===== config.mk =====
export PLATFORM = sky130hd
export DESIGN_NAME = shacal2_block_cipher_flat
export DESIGN_NICKNAME = d
export VERILOG_FILES = /design/src/design/sha2c_pkg.sv /design/src/design/sha2c_in_if.sv /design/src/design/sha2c_out_if.sv /design/src/design/sha2c_ram.sv /design/src/design/sha2c_ctrl.sv /design/src/design/sha2c_dp.sv /design/src/design/shacal2_block_cipher.sv /design/src/flat_wrapper.sv
export SDC_FILE = /design/constraint.sdc
export NUM_CORES = 2
export LEC_CHECK = 0
export ABC_AREA = 1
export BUFFER_PORTS_ARGS = -buffer_cell sky130_fd_sc_hd__buf_2
export CAP_MARGIN = 20
export CORE_MARGIN = 4
export CORE_UTILIZATION = 35
export DETAILED_ROUTE_END_ITERATION = 8
export GPL_TIMING_DRIVEN = 0
export SETUP_SLACK_MARGIN = 0.3
export SYNTH_ARGS = -nofsm -noshare
export SYNTH_HDL_FRONTEND = slang
export SYNTH_HIERARCHICAL = 1
export SYNTH_SLANG_ARGS = --single-unit

===== constraint.sdc =====
create_clock -name clk -period 23.8 [get_ports clk]
set_input_delay 2.38 -clock clk [delete_from_list [all_inputs] [get_ports clk]]
set_output_delay 2.38 -clock clk [all_outputs]
set_load 0.05 [all_outputs]

===== src/design/sha2c_pkg.sv =====
// shared types and constants for the shacal-2 block cipher
package sha2c_pkg;

    localparam int WORD_W    = 32;
    localparam int KEY_SLOTS = 64;
    localparam int KEY_IDX_W = $clog2(KEY_SLOTS);
    localparam int CMD_W     = 2;

    localparam logic [CMD_W-1:0] CMD_LOAD = 2'd0;
    localparam logic [CMD_W-1:0] CMD_ENC  = 2'd1;
    localparam logic [CMD_W-1:0] CMD_DEC  = 2'd2;

    typedef logic [WORD_W-1:0]    word_t;
    typedef logic [KEY_IDX_W-1:0] key_idx_t;
    typedef logic [CMD_W-1:0]     cmd_code_t;

    typedef struct packed {
        word_t a;
        word_t b;
        word_t c;
        word_t d;
        word_t e;
        word_t f;
        word_t g;
        word_t h;
    } block_t;

    // controller to datapath commands
    typedef struct packed {
        logic key_write;
        logic start;
        logic start_dec;
        logic step;
        logic capture;
    } dp_cmd_t;

endpackage


===== src/design/sha2c_in_if.sv =====
// input channel: command, round key and block words
interface sha2c_in_if;
    import sha2c_pkg::*;

    logic      valid;
    logic      ready;
    cmd_code_t cmd;
    key_idx_t  key_index;
    word_t     key_value;
    word_t     word_a;
    word_t     word_b;
    word_t     word_c;
    word_t     word_d;
    word_t     word_e;
    word_t     word_f;
    word_t     word_g;
    word_t     word_h;

    modport source (
        output valid, cmd, key_index, key_value,
        output word_a, word_b, word_c, word_d, word_e, word_f, word_g, word_h,
        input  ready
    );

    modport sink (
        input  valid, cmd, key_index, key_value,
        input  word_a, word_b, word_c, word_d, word_e, word_f, word_g, word_h,
        output ready
    );
endinterface


===== src/design/sha2c_out_if.sv =====
// output channel: result block words
interface sha2c_out_if;
    import sha2c_pkg::*;

    logic  valid;
    logic  ready;
    word_t out_a;
    word_t out_b;
    word_t out_c;
    word_t out_d;
    word_t out_e;
    word_t out_f;
    word_t out_g;
    word_t out_h;

    modport source (
        output valid, out_a, out_b, out_c, out_d, out_e, out_f, out_g, out_h,
        input  ready
    );

    modport sink (
        input  valid, out_a, out_b, out_c, out_d, out_e, out_f, out_g, out_h,
        output ready
    );
endinterface


===== src/design/sha2c_ram.sv =====
// generic simple dual-port ram with registered read
module sha2c_ram #(
    parameter int WIDTH = 32,
    parameter int DEPTH = 64
) (
    input  logic                     clk,
    input  logic                     wr_en,
    input  logic [$clog2(DEPTH)-1:0] wr_addr,
    input  logic [WIDTH-1:0]         wr_data,
    input  logic [$clog2(DEPTH)-1:0] rd_addr,
    output logic [WIDTH-1:0]         rd_data
);
    logic [WIDTH-1:0] mem_reg [DEPTH];
    logic [WIDTH-1:0] rd_data_reg;

    always_ff @(posedge clk)
    begin
        if (wr_en)
        begin
            mem_reg[wr_addr] <= wr_data;
        end
        rd_data_reg <= mem_reg[rd_addr];
    end

    assign rd_data = rd_data_reg;
endmodule


===== src/design/sha2c_ctrl.sv =====
// control fsm: item acceptance, round count and result handoff
module sha2c_ctrl #(
    parameter int NUM_ROUNDS = 64
) (
    input  logic                  clk,
    input  logic                  rst_n,
    input  logic                  in_valid,
    output logic                  in_ready,
    input  sha2c_pkg::cmd_code_t  in_cmd,
    output logic                  out_valid,
    input  logic                  out_ready,
    output sha2c_pkg::dp_cmd_t    dp_cmd
);
    import sha2c_pkg::*;

    localparam int RND_W = $clog2(NUM_ROUNDS);

    localparam logic [1:0] ST_IDLE  = 2'd0;
    localparam logic [1:0] ST_RUN   = 2'd1;
    localparam logic [1:0] ST_FLUSH = 2'd2;

    logic [1:0]       state_reg, state_next;
    logic [RND_W-1:0] rnd_reg, rnd_next;
    logic             out_valid_reg, out_valid_next;
    logic             accept;
    logic             is_cipher;

    assign in_ready  = (state_reg == ST_IDLE);
    assign accept    = in_valid & in_ready;
    assign is_cipher = (in_cmd == CMD_ENC) || (in_cmd == CMD_DEC);
    assign out_valid = out_valid_reg;

    always_comb
    begin
        state_next        = state_reg;
        rnd_next          = rnd_reg;
        out_valid_next    = out_valid_reg & ~out_ready;
        dp_cmd            = '0;
        dp_cmd.start_dec  = (in_cmd == CMD_DEC);
        unique case (state_reg)
            ST_IDLE:
            begin
                dp_cmd.key_write = accept && (in_cmd == CMD_LOAD);
                dp_cmd.start     = accept && is_cipher;
                if (accept && is_cipher)
                begin
                    rnd_next   = '0;
                    state_next = ST_RUN;
                end
            end
            ST_RUN:
            begin
                dp_cmd.step = 1'b1;
                rnd_next    = rnd_reg + 1'b1;
                if (rnd_reg == RND_W'(NUM_ROUNDS - 1))
                begin
                    state_next = ST_FLUSH;
                end
            end
            ST_FLUSH:
            begin
                // output register free or being emptied this cycle
                if (!out_valid_reg || out_ready)
                begin
                    dp_cmd.capture = 1'b1;
                    out_valid_next = 1'b1;
                    state_next     = ST_IDLE;
                end
            end
            default:
            begin
                state_next = ST_IDLE;
            end
        endcase
    end

    always_ff @(posedge clk or negedge rst_n)
    begin
        if (!rst_n)
        begin
            state_reg     <= ST_IDLE;
            rnd_reg       <= '0;
            out_valid_reg <= 1'b0;
        end
        else
        begin
            state_reg     <= state_next;
            rnd_reg       <= rnd_next;
            out_valid_reg <= out_valid_next;
        end
    end
endmodule


===== src/design/sha2c_dp.sv =====
// datapath: round key store, working block, round logic, output register
module sha2c_dp #(
    parameter int NUM_ROUNDS = 64
) (
    input  logic                 clk,
    input  sha2c_pkg::dp_cmd_t   dp_cmd,
    input  sha2c_pkg::key_idx_t  key_index,
    input  sha2c_pkg::word_t     key_value,
    input  sha2c_pkg::block_t    blk_in,
    output sha2c_pkg::block_t    blk_out
);
    import sha2c_pkg::*;

    function automatic word_t big_sigma0(input word_t x);
        return {x[1:0], x[31:2]} ^ {x[12:0], x[31:13]} ^ {x[21:0], x[31:22]};
    endfunction

    function automatic word_t big_sigma1(input word_t x);
        return {x[5:0], x[31:6]} ^ {x[10:0], x[31:11]} ^ {x[24:0], x[31:25]};
    endfunction

    function automatic word_t choose(input word_t e, input word_t f, input word_t g);
        return (e & f) ^ (~e & g);
    endfunction

    function automatic word_t majority(input word_t a, input word_t b, input word_t c);
        return (a & b) | ((a | b) & c);
    endfunction

    function automatic block_t round_fwd(input block_t v, input word_t key);
        word_t  t1;
        word_t  t2;
        block_t r;
        t1  = v.h + big_sigma1(v.e) + choose(v.e, v.f, v.g) + key;
        t2  = big_sigma0(v.a) + majority(v.a, v.b, v.c);
        r.a = t1 + t2;
        r.b = v.a;
        r.c = v.b;
        r.d = v.c;
        r.e = v.d + t1;
        r.f = v.e;
        r.g = v.f;
        r.h = v.g;
        return r;
    endfunction

    function automatic block_t round_inv(input block_t v, input word_t key);
        word_t  t1;
        word_t  t2;
        block_t r;
        t2  = big_sigma0(v.b) + majority(v.b, v.c, v.d);
        t1  = v.a - t2;
        r.a = v.b;
        r.b = v.c;
        r.c = v.d;
        r.d = v.e - t1;
        r.e = v.f;
        r.f = v.g;
        r.g = v.h;
        r.h = t1 - big_sigma1(v.f) - choose(v.f, v.g, v.h) - key;
        return r;
    endfunction

    block_t   work_reg, work_next;
    block_t   out_reg;
    key_idx_t key_idx_reg, key_idx_next;
    logic     dec_reg;
    word_t    round_key;

    // key address runs one round ahead of the round logic
    always_comb
    begin
        priority if (dp_cmd.start)
        begin
            key_idx_next = dp_cmd.start_dec ? KEY_IDX_W'(NUM_ROUNDS - 1) : '0;
        end
        else if (dp_cmd.step)
        begin
            key_idx_next = dec_reg ? key_idx_reg - 1'b1 : key_idx_reg + 1'b1;
        end
        else
        begin
            key_idx_next = key_idx_reg;
        end
    end

    sha2c_ram #(
        .WIDTH (WORD_W),
        .DEPTH (KEY_SLOTS)
    ) u_key_ram (
        .clk     (clk),
        .wr_en   (dp_cmd.key_write),
        .wr_addr (key_index),
        .wr_data (key_value),
        .rd_addr (key_idx_next),
        .rd_data (round_key)
    );

    always_comb
    begin
        priority if (dp_cmd.start)
        begin
            work_next = blk_in;
        end
        else if (dp_cmd.step)
        begin
            work_next = dec_reg ? round_inv(work_reg, round_key)
                                : round_fwd(work_reg, round_key);
        end
        else
        begin
            work_next = work_reg;
        end
    end

    always_ff @(posedge clk)
    begin
        work_reg    <= work_next;
        key_idx_reg <= key_idx_next;
        if (dp_cmd.start)
        begin
            dec_reg <= dp_cmd.start_dec;
        end
        if (dp_cmd.capture)
        begin
            out_reg <= work_reg;
        end
    end

    assign blk_out = out_reg;
endmodule


===== src/design/shacal2_block_cipher.sv =====
// top level of the shacal-2 block cipher
// SHACAL-2 on one 256-bit block (words a..h, big-endian) per item. A load
// item (cmd 0) writes one 32-bit round key into a 64-entry key store and
// returns nothing; an encrypt (cmd 1) or decrypt (cmd 2) item returns one
// result block; cmd 3 is taken and dropped. A cipher item runs one round per
// cycle through forward or inverse round logic that reads one key from the
// key store each cycle, so it occupies the engine for NUM_ROUNDS rounds plus
// a flush step that moves the block into the output register, and the next
// item is taken only once that step is done. The output register lets a new
// item start while a result still waits to be taken; only when the engine
// finishes while that register is still full does it hold until the result
// is taken. Keys must be loaded before the blocks that use them; the key
// store is not cleared at reset.
module shacal2_block_cipher #(
    parameter int NUM_ROUNDS = 64
) (
    input  logic        clk,
    input  logic        rst_n,
    sha2c_in_if.sink    din,
    sha2c_out_if.source dout
);
    import sha2c_pkg::*;

    dp_cmd_t dp_cmd;
    block_t  blk_in;
    block_t  blk_out;

    // control: one item at a time, round counter, output valid
    sha2c_ctrl #(
        .NUM_ROUNDS (NUM_ROUNDS)
    ) u_ctrl (
        .clk       (clk),
        .rst_n     (rst_n),
        .in_valid  (din.valid),
        .in_ready  (din.ready),
        .in_cmd    (din.cmd),
        .out_valid (dout.valid),
        .out_ready (dout.ready),
        .dp_cmd    (dp_cmd)
    );

    assign blk_in.a = din.word_a;
    assign blk_in.b = din.word_b;
    assign blk_in.c = din.word_c;
    assign blk_in.d = din.word_d;
    assign blk_in.e = din.word_e;
    assign blk_in.f = din.word_f;
    assign blk_in.g = din.word_g;
    assign blk_in.h = din.word_h;

    // key store, working block and round logic
    sha2c_dp #(
        .NUM_ROUNDS (NUM_ROUNDS)
    ) u_dp (
        .clk       (clk),
        .dp_cmd    (dp_cmd),
        .key_index (din.key_index),
        .key_value (din.key_value),
        .blk_in    (blk_in),
        .blk_out   (blk_out)
    );

    assign dout.out_a = blk_out.a;
    assign dout.out_b = blk_out.b;
    assign dout.out_c = blk_out.c;
    assign dout.out_d = blk_out.d;
    assign dout.out_e = blk_out.e;
    assign dout.out_f = blk_out.f;
    assign dout.out_g = blk_out.g;
    assign dout.out_h = blk_out.h;
endmodule

===== src/flat_wrapper.sv =====
// flat-port wrapper written by rule: the top's interface ports become plain ports
module shacal2_block_cipher_flat import sha2c_pkg::*;
#(
    parameter int NUM_ROUNDS = 64
)
  (clk, rst_n, din_valid, din_cmd, din_key_index, din_key_value, din_word_a, din_word_b, din_word_c, din_word_d, din_word_e, din_word_f, din_word_g, din_word_h, din_ready, dout_valid, dout_out_a, dout_out_b, dout_out_c, dout_out_d, dout_out_e, dout_out_f, dout_out_g, dout_out_h, dout_ready);
  sha2c_in_if din_i ();
  sha2c_out_if dout_i ();
  input  logic clk;
  input  logic rst_n;
  input wire logic [$bits(din_i.valid)-1:0] din_valid;
  input wire logic [$bits(din_i.cmd)-1:0] din_cmd;
  input wire logic [$bits(din_i.key_index)-1:0] din_key_index;
  input wire logic [$bits(din_i.key_value)-1:0] din_key_value;
  input wire logic [$bits(din_i.word_a)-1:0] din_word_a;
  input wire logic [$bits(din_i.word_b)-1:0] din_word_b;
  input wire logic [$bits(din_i.word_c)-1:0] din_word_c;
  input wire logic [$bits(din_i.word_d)-1:0] din_word_d;
  input wire logic [$bits(din_i.word_e)-1:0] din_word_e;
  input wire logic [$bits(din_i.word_f)-1:0] din_word_f;
  input wire logic [$bits(din_i.word_g)-1:0] din_word_g;
  input wire logic [$bits(din_i.word_h)-1:0] din_word_h;
  output wire logic [$bits(din_i.ready)-1:0] din_ready;
  output wire logic [$bits(dout_i.valid)-1:0] dout_valid;
  output wire logic [$bits(dout_i.out_a)-1:0] dout_out_a;
  output wire logic [$bits(dout_i.out_b)-1:0] dout_out_b;
  output wire logic [$bits(dout_i.out_c)-1:0] dout_out_c;
  output wire logic [$bits(dout_i.out_d)-1:0] dout_out_d;
  output wire logic [$bits(dout_i.out_e)-1:0] dout_out_e;
  output wire logic [$bits(dout_i.out_f)-1:0] dout_out_f;
  output wire logic [$bits(dout_i.out_g)-1:0] dout_out_g;
  output wire logic [$bits(dout_i.out_h)-1:0] dout_out_h;
  input wire logic [$bits(dout_i.ready)-1:0] dout_ready;
  assign din_i.valid = din_valid;
  assign din_i.cmd = din_cmd;
  assign din_i.key_index = din_key_index;
  assign din_i.key_value = din_key_value;
  assign din_i.word_a = din_word_a;
  assign din_i.word_b = din_word_b;
  assign din_i.word_c = din_word_c;
  assign din_i.word_d = din_word_d;
  assign din_i.word_e = din_word_e;
  assign din_i.word_f = din_word_f;
  assign din_i.word_g = din_word_g;
  assign din_i.word_h = din_word_h;
  assign din_ready = din_i.ready;
  assign dout_valid = dout_i.valid;
  assign dout_out_a = dout_i.out_a;
  assign dout_out_b = dout_i.out_b;
  assign dout_out_c = dout_i.out_c;
  assign dout_out_d = dout_i.out_d;
  assign dout_out_e = dout_i.out_e;
  assign dout_out_f = dout_i.out_f;
  assign dout_out_g = dout_i.out_g;
  assign dout_out_h = dout_i.out_h;
  assign dout_i.ready = dout_ready;
  shacal2_block_cipher #(.NUM_ROUNDS(NUM_ROUNDS)) u_core (.clk(clk), .rst_n(rst_n), .din(din_i), .dout(dout_i));
endmodule

### Word-level counts from Yosys, hierarchy flattened

Memories as Yosys holds them, arrays and structs flattened. A register that Yosys moved wholly into a read port is not among the register bits.
Index checks and enable logic that the tools add are counted.

* memories kept: 1
* bits in writable memories: 2048
* register bits after elaboration: 528
* word-level logic and storage cells: 104

Memory list
* u_core.u_dp.u_key_ram.mem_reg: words 64, bits a word 32, rd ports 1, clocked after memory_dff 1, write ports 1, RTL line sha2c_ram.sv:13 `logic [WIDTH-1:0] mem_reg [DEPTH];`

* reductions and logical operators: 11
* equality and inequality tests: 8
* multiplexer cells: 21
* bitwise operators: 27
* add/subtract/negate cells: 15

Operators by type and width (number)
* $mux 256: 3
* $xor 32x32->32: 10
* $and 32x32->32: 8
* $add 32x32->32: 7
* $sub 32x32->32: 5
* $or 32x32->32: 4
* $not 32->32: 2
* $mux 6: 5
* $add 6x1->6 const B: 2
* $pmux 6 s2: 1
* $mux 2: 4
* $mux 1: 7
* $eq 6x6->1 const B: 1
* $pmux 2 s3: 1
* $sub 6x1->6 const B: 1
* $eq 2x1->1 const B: 2
* $eq 2x2->1 const B: 2
* $logic_not 2->1: 2
* $ne 2x2->1 const B: 2
* $reduce_bool 2->1: 2
* $reduce_and 3->1: 1
* $and 1x1->1: 2
* $logic_and 1x1->1: 2
* $logic_or 1x1->1: 2
* 4 further kinds: 4

### Longest topological paths before layout

* depth after elaboration: 11
* gate-level depth with buffers: 36

### Cells and area by module

Netlist, hierarchy kept.

By module, submodules not included
* sha2c_ram: area each 82738.1 sq um, sequential area each 62139.6 sq um, cells an instance 6769, instances 1
* sha2c_dp: area each 41099.4 sq um, sequential area each 15524.9 sq um, cells an instance 4927, instances 1
* sha2c_ctrl: area each 533.0 sq um, sequential area each 225.2 sq um, cells an instance 66, instances 1

### Worst setup path after synthesis

No wires, ideal clock.

* path kind: input to register
* from: input port dout_ready
* to: register u_core.u_dp.out_reg, in the netlist u_core/u_dp/blk_out[0] (enable)
* setup time: 881 ps
* cell stages on the path: 2
* setup slack: 9929 ps
* required time: 22919 ps
* data arrival time: 12990 ps
* path through: nor2_1 > nor2_1

RTL lines
* start: declaration: RTL line flat_wrapper.sv:33 `input wire logic [$bits(dout_i.ready)-1:0] dout_ready;`
* end signal: assignment: RTL line sha2c_dp.sv:126 `out_reg <= work_reg;`
* end: declaration: RTL line sha2c_dp.sv:65 `block_t out_reg;`

==> run_results.csv <==
group,metric,value,unit
floorplanning,start_util,35.2,%
route,firstDrtPassIters,8,
floorplanning,die_h,604,um
grt,track_usage,29.4,%
yosys,synth.avg_cell_area,10.6,um2
grt,grt_pass1_wl,744000,um
timing,slew_headroom,13.9,%
setup_path,cp.required,24.59,ns
setup_path,cp.arrival,9.06,ns
timing,hold_violations,0,
yosys,ys_async_sr_fraction,0.345,%
timing,finClkSkew,0.0812,ns
yosys,ys_seq_area_share,62.6,%
yosys,synth.area.top_cells,"edfxtp_1 (62%), nand2_1 (9.7%), nand3_1 (8.2%), fa_1 (3.1%), a21oi_1 (2.4%)",
timing,worstMarginPinSlew,1.29,ns
cells_and_area,design_area,146000,um2
cells_and_area,fin_util,41.3,%
clock_network,clk_pin_slew,0.06,ns
placement,routabilityCongestion,1.03,
clock_network,cts_tree,"yes",
yosys,syn-cell-area,124000,um2
floorplanning,coreArea,353000,um2
clock_network,htreeDepth,5,
cells_and_area,multi_input_area,41000,um2
status,status,"complete, no violations",
route,drc,0,
timing,fin_crit,8.27,ns
yosys,ys_seq_elements,2608,
yosys,synth_top_area_cell,"edfxtp_1",
timing,final-setup-viol-count,0,
route,ant_nets,0,
yosys,yosys.area.top_type_share,61.8,%
route,first_iter_violations,15100,
route,num_vias,100000,
yosys,yosys.cell_types.count,69,
setup_path,critPathCaptureType,"flip-flop",
setup_path,crit_type,"primary input to flip-flop",
grt,grt_max_degree,67,
route,viasPerCell,5.63,
timing,rsz0062_at_grt,"no",
placement,placement.io_buffers,554,
flow_run,max_cap_viol_count,0,
yosys,synth_ff_type,"edfxtp_1",
cells_and_area,fillers,33800,
setup_path,reg2reg_from,"u_core/u_dp/work_reg[122]",
clock_network,cts_hold_buf,0,
yosys,syn_inst,11800,
clock_network,root_buffer,"clkbuf_16",
setup_path,crit_path_start,"din_cmd[0]",
timing,max_freq,121,MHz
yosys,synth_common_cells,"nand2_1 (3207), edfxtp_1 (2561), nand3_1 (2049)",
grt,antenna_found_initial,48,
clock_network,insertion_delay,0.95,ns
yosys,synth_most_common_cell,"nand2_1",
floorplanning,dieArea,365000,um2
clock_network,cts.sinks,2608,
setup_path,crit_path_start_kind,"primary input",
route,finalWirelength,558000,um
route,routedWlPerCell,31.4,um
cells_and_area,drive_above_1_share,12.8,%
setup_path,critPathMaxFanout,10,
floorplanning,row_count,218,
yosys,synth_edf_count,2561,
timing,drv_slew,0,
cells_and_area,area_growth,17.3,%
timing,finalSetupTns,0,ns
cells_and_area,largest_register_ffs,2048,
floorplanning,ios,558,
cells_and_area,seqCellArea,77900,um2
min_path,hold_path.class,"flip-flop to flip-flop",
placement,dp.cells,17200,
min_path,worstHoldStart,"u_core/u_dp/work_reg[79]",
cells_and_area,final_cells,17800,
placement,hpwl,416000,um
clock_network,cts_setup_buffers,0,
floorplanning,die-width,604,um
clock_network,cts_buffers,287,
clock_network,post_cts_resized,0,
timing,fin_crit_sh,34.7,%
yosys,yosysWarnings,6,
grt,gr-total-overflow,0,
clock_network,clk_path_buf_depth,4,
cells_and_area,fin_nets,13500,
yosys,synth_fp_nets,12400,
grt,grt_pass1_vias,91600,
placement,dpl_cell_area,137000,um2
## cells by family (layout without fill, tap and decap cells)
kind of cell / Yosys count / count (layout) / share of synthesized area, %
DFF: 2608 / 2608 / 62.6
muxes: 1 / 1 / 0.00905
xor gates and xnor gates: 379 / 379 / 2.69
buffers and inverters: 1403 / 2652 / 4.76
other: 0 / 32 / 0
AOI/OAI and AO/OA: 1089 / 1089 / 4.69
adders and majority gates: 385 / 385 / 5.02
and+or+nand+nor: 5897 / 5897 / 20.2
## path summary, 6_finish.rpt
check,cells past startpoint,slack (ns),to
setup / recovery,20,15.53,u_core/u_dp/u_key_ram/rd_data[9]
setup reg to reg,28,15.65,u_core/u_dp/work_reg[246]
hold reg to reg,0,0.44,u_core/u_dp/blk_out[79]
max in group asynchronous,1,22.27,u_core/u_ctrl/rnd_reg[5]
hold / removal,0,0.44,u_core/u_dp/blk_out[79]
min in group asynchronous,1,1.35,u_core/u_ctrl/out_valid
## layout by cell type, fill, tap and decap left out, types with 195 or more instances in the layout
cell / netlist / final
nand2_1: 3207 / 3206
edfxtp_1: 2561 / 2561
nand3_1: 2049 / 2049
buf_2: 301 / 827
inv_1: 707 / 707
a21oi_1: 596 / 596
nor2_1: 502 / 445
clkbuf_1: 277 / 323
o21ai_0: 308 / 308
clkbuf_16: 0 / 294
ha_1: 195 / 195
## metrics by stage
stage | hold WS [ns] | setup slack, ns
global route | 0.450 | 15.40
CTS | 0.442 | 15.79
global placement | 0.430 | 3.91
detailed placement | 0.428 | 14.89
finish | 0.441 | 15.53
floorplan | 0.421 | 9.93
## per-layer routing
layer,global-route usage [%],part of all wire (%)
met3,7.88,12
met1,36.6,36
met5,0,0.023
met4,18.7,7.6
met2,45.2,44
## cell type report
type | instances | share of cell area (%)
flip-flops and latches | 2608 | 53.4
multi-input cells | 7751 | 28.1
clock buffers | 351 | 5.21
repair buffers | 738 | 4.10
well taps | 4730 | 4.06
plain buffers | 686 | 2.21
inverters | 717 | 1.85
clock inverters | 160 | 1.03
diodes | 32 | 0.0549
## worst max-delay path: stages
cell and delay [ns]:
buf_2 0.08, inv_1 0.05, ha_1 0.34, nand3_4 0.14
inv_1 0.15, buf_2 0.32, inv_2 0.35, clkbuf_1 0.60
clkbuf_1 0.59, nand3_1 0.14, nand3_1 0.22, buf_2 0.34
clkbuf_1 0.85, buf_1 0.87, nand3_1 0.28, nand3_1 0.32
nand3_1 0.29, nand2_1 0.27, nand2_1 0.15, nand2_1 0.26
Power is not shown: default switching activity piles up to over one toggle a cycle in this logic, so the estimate is an artifact.
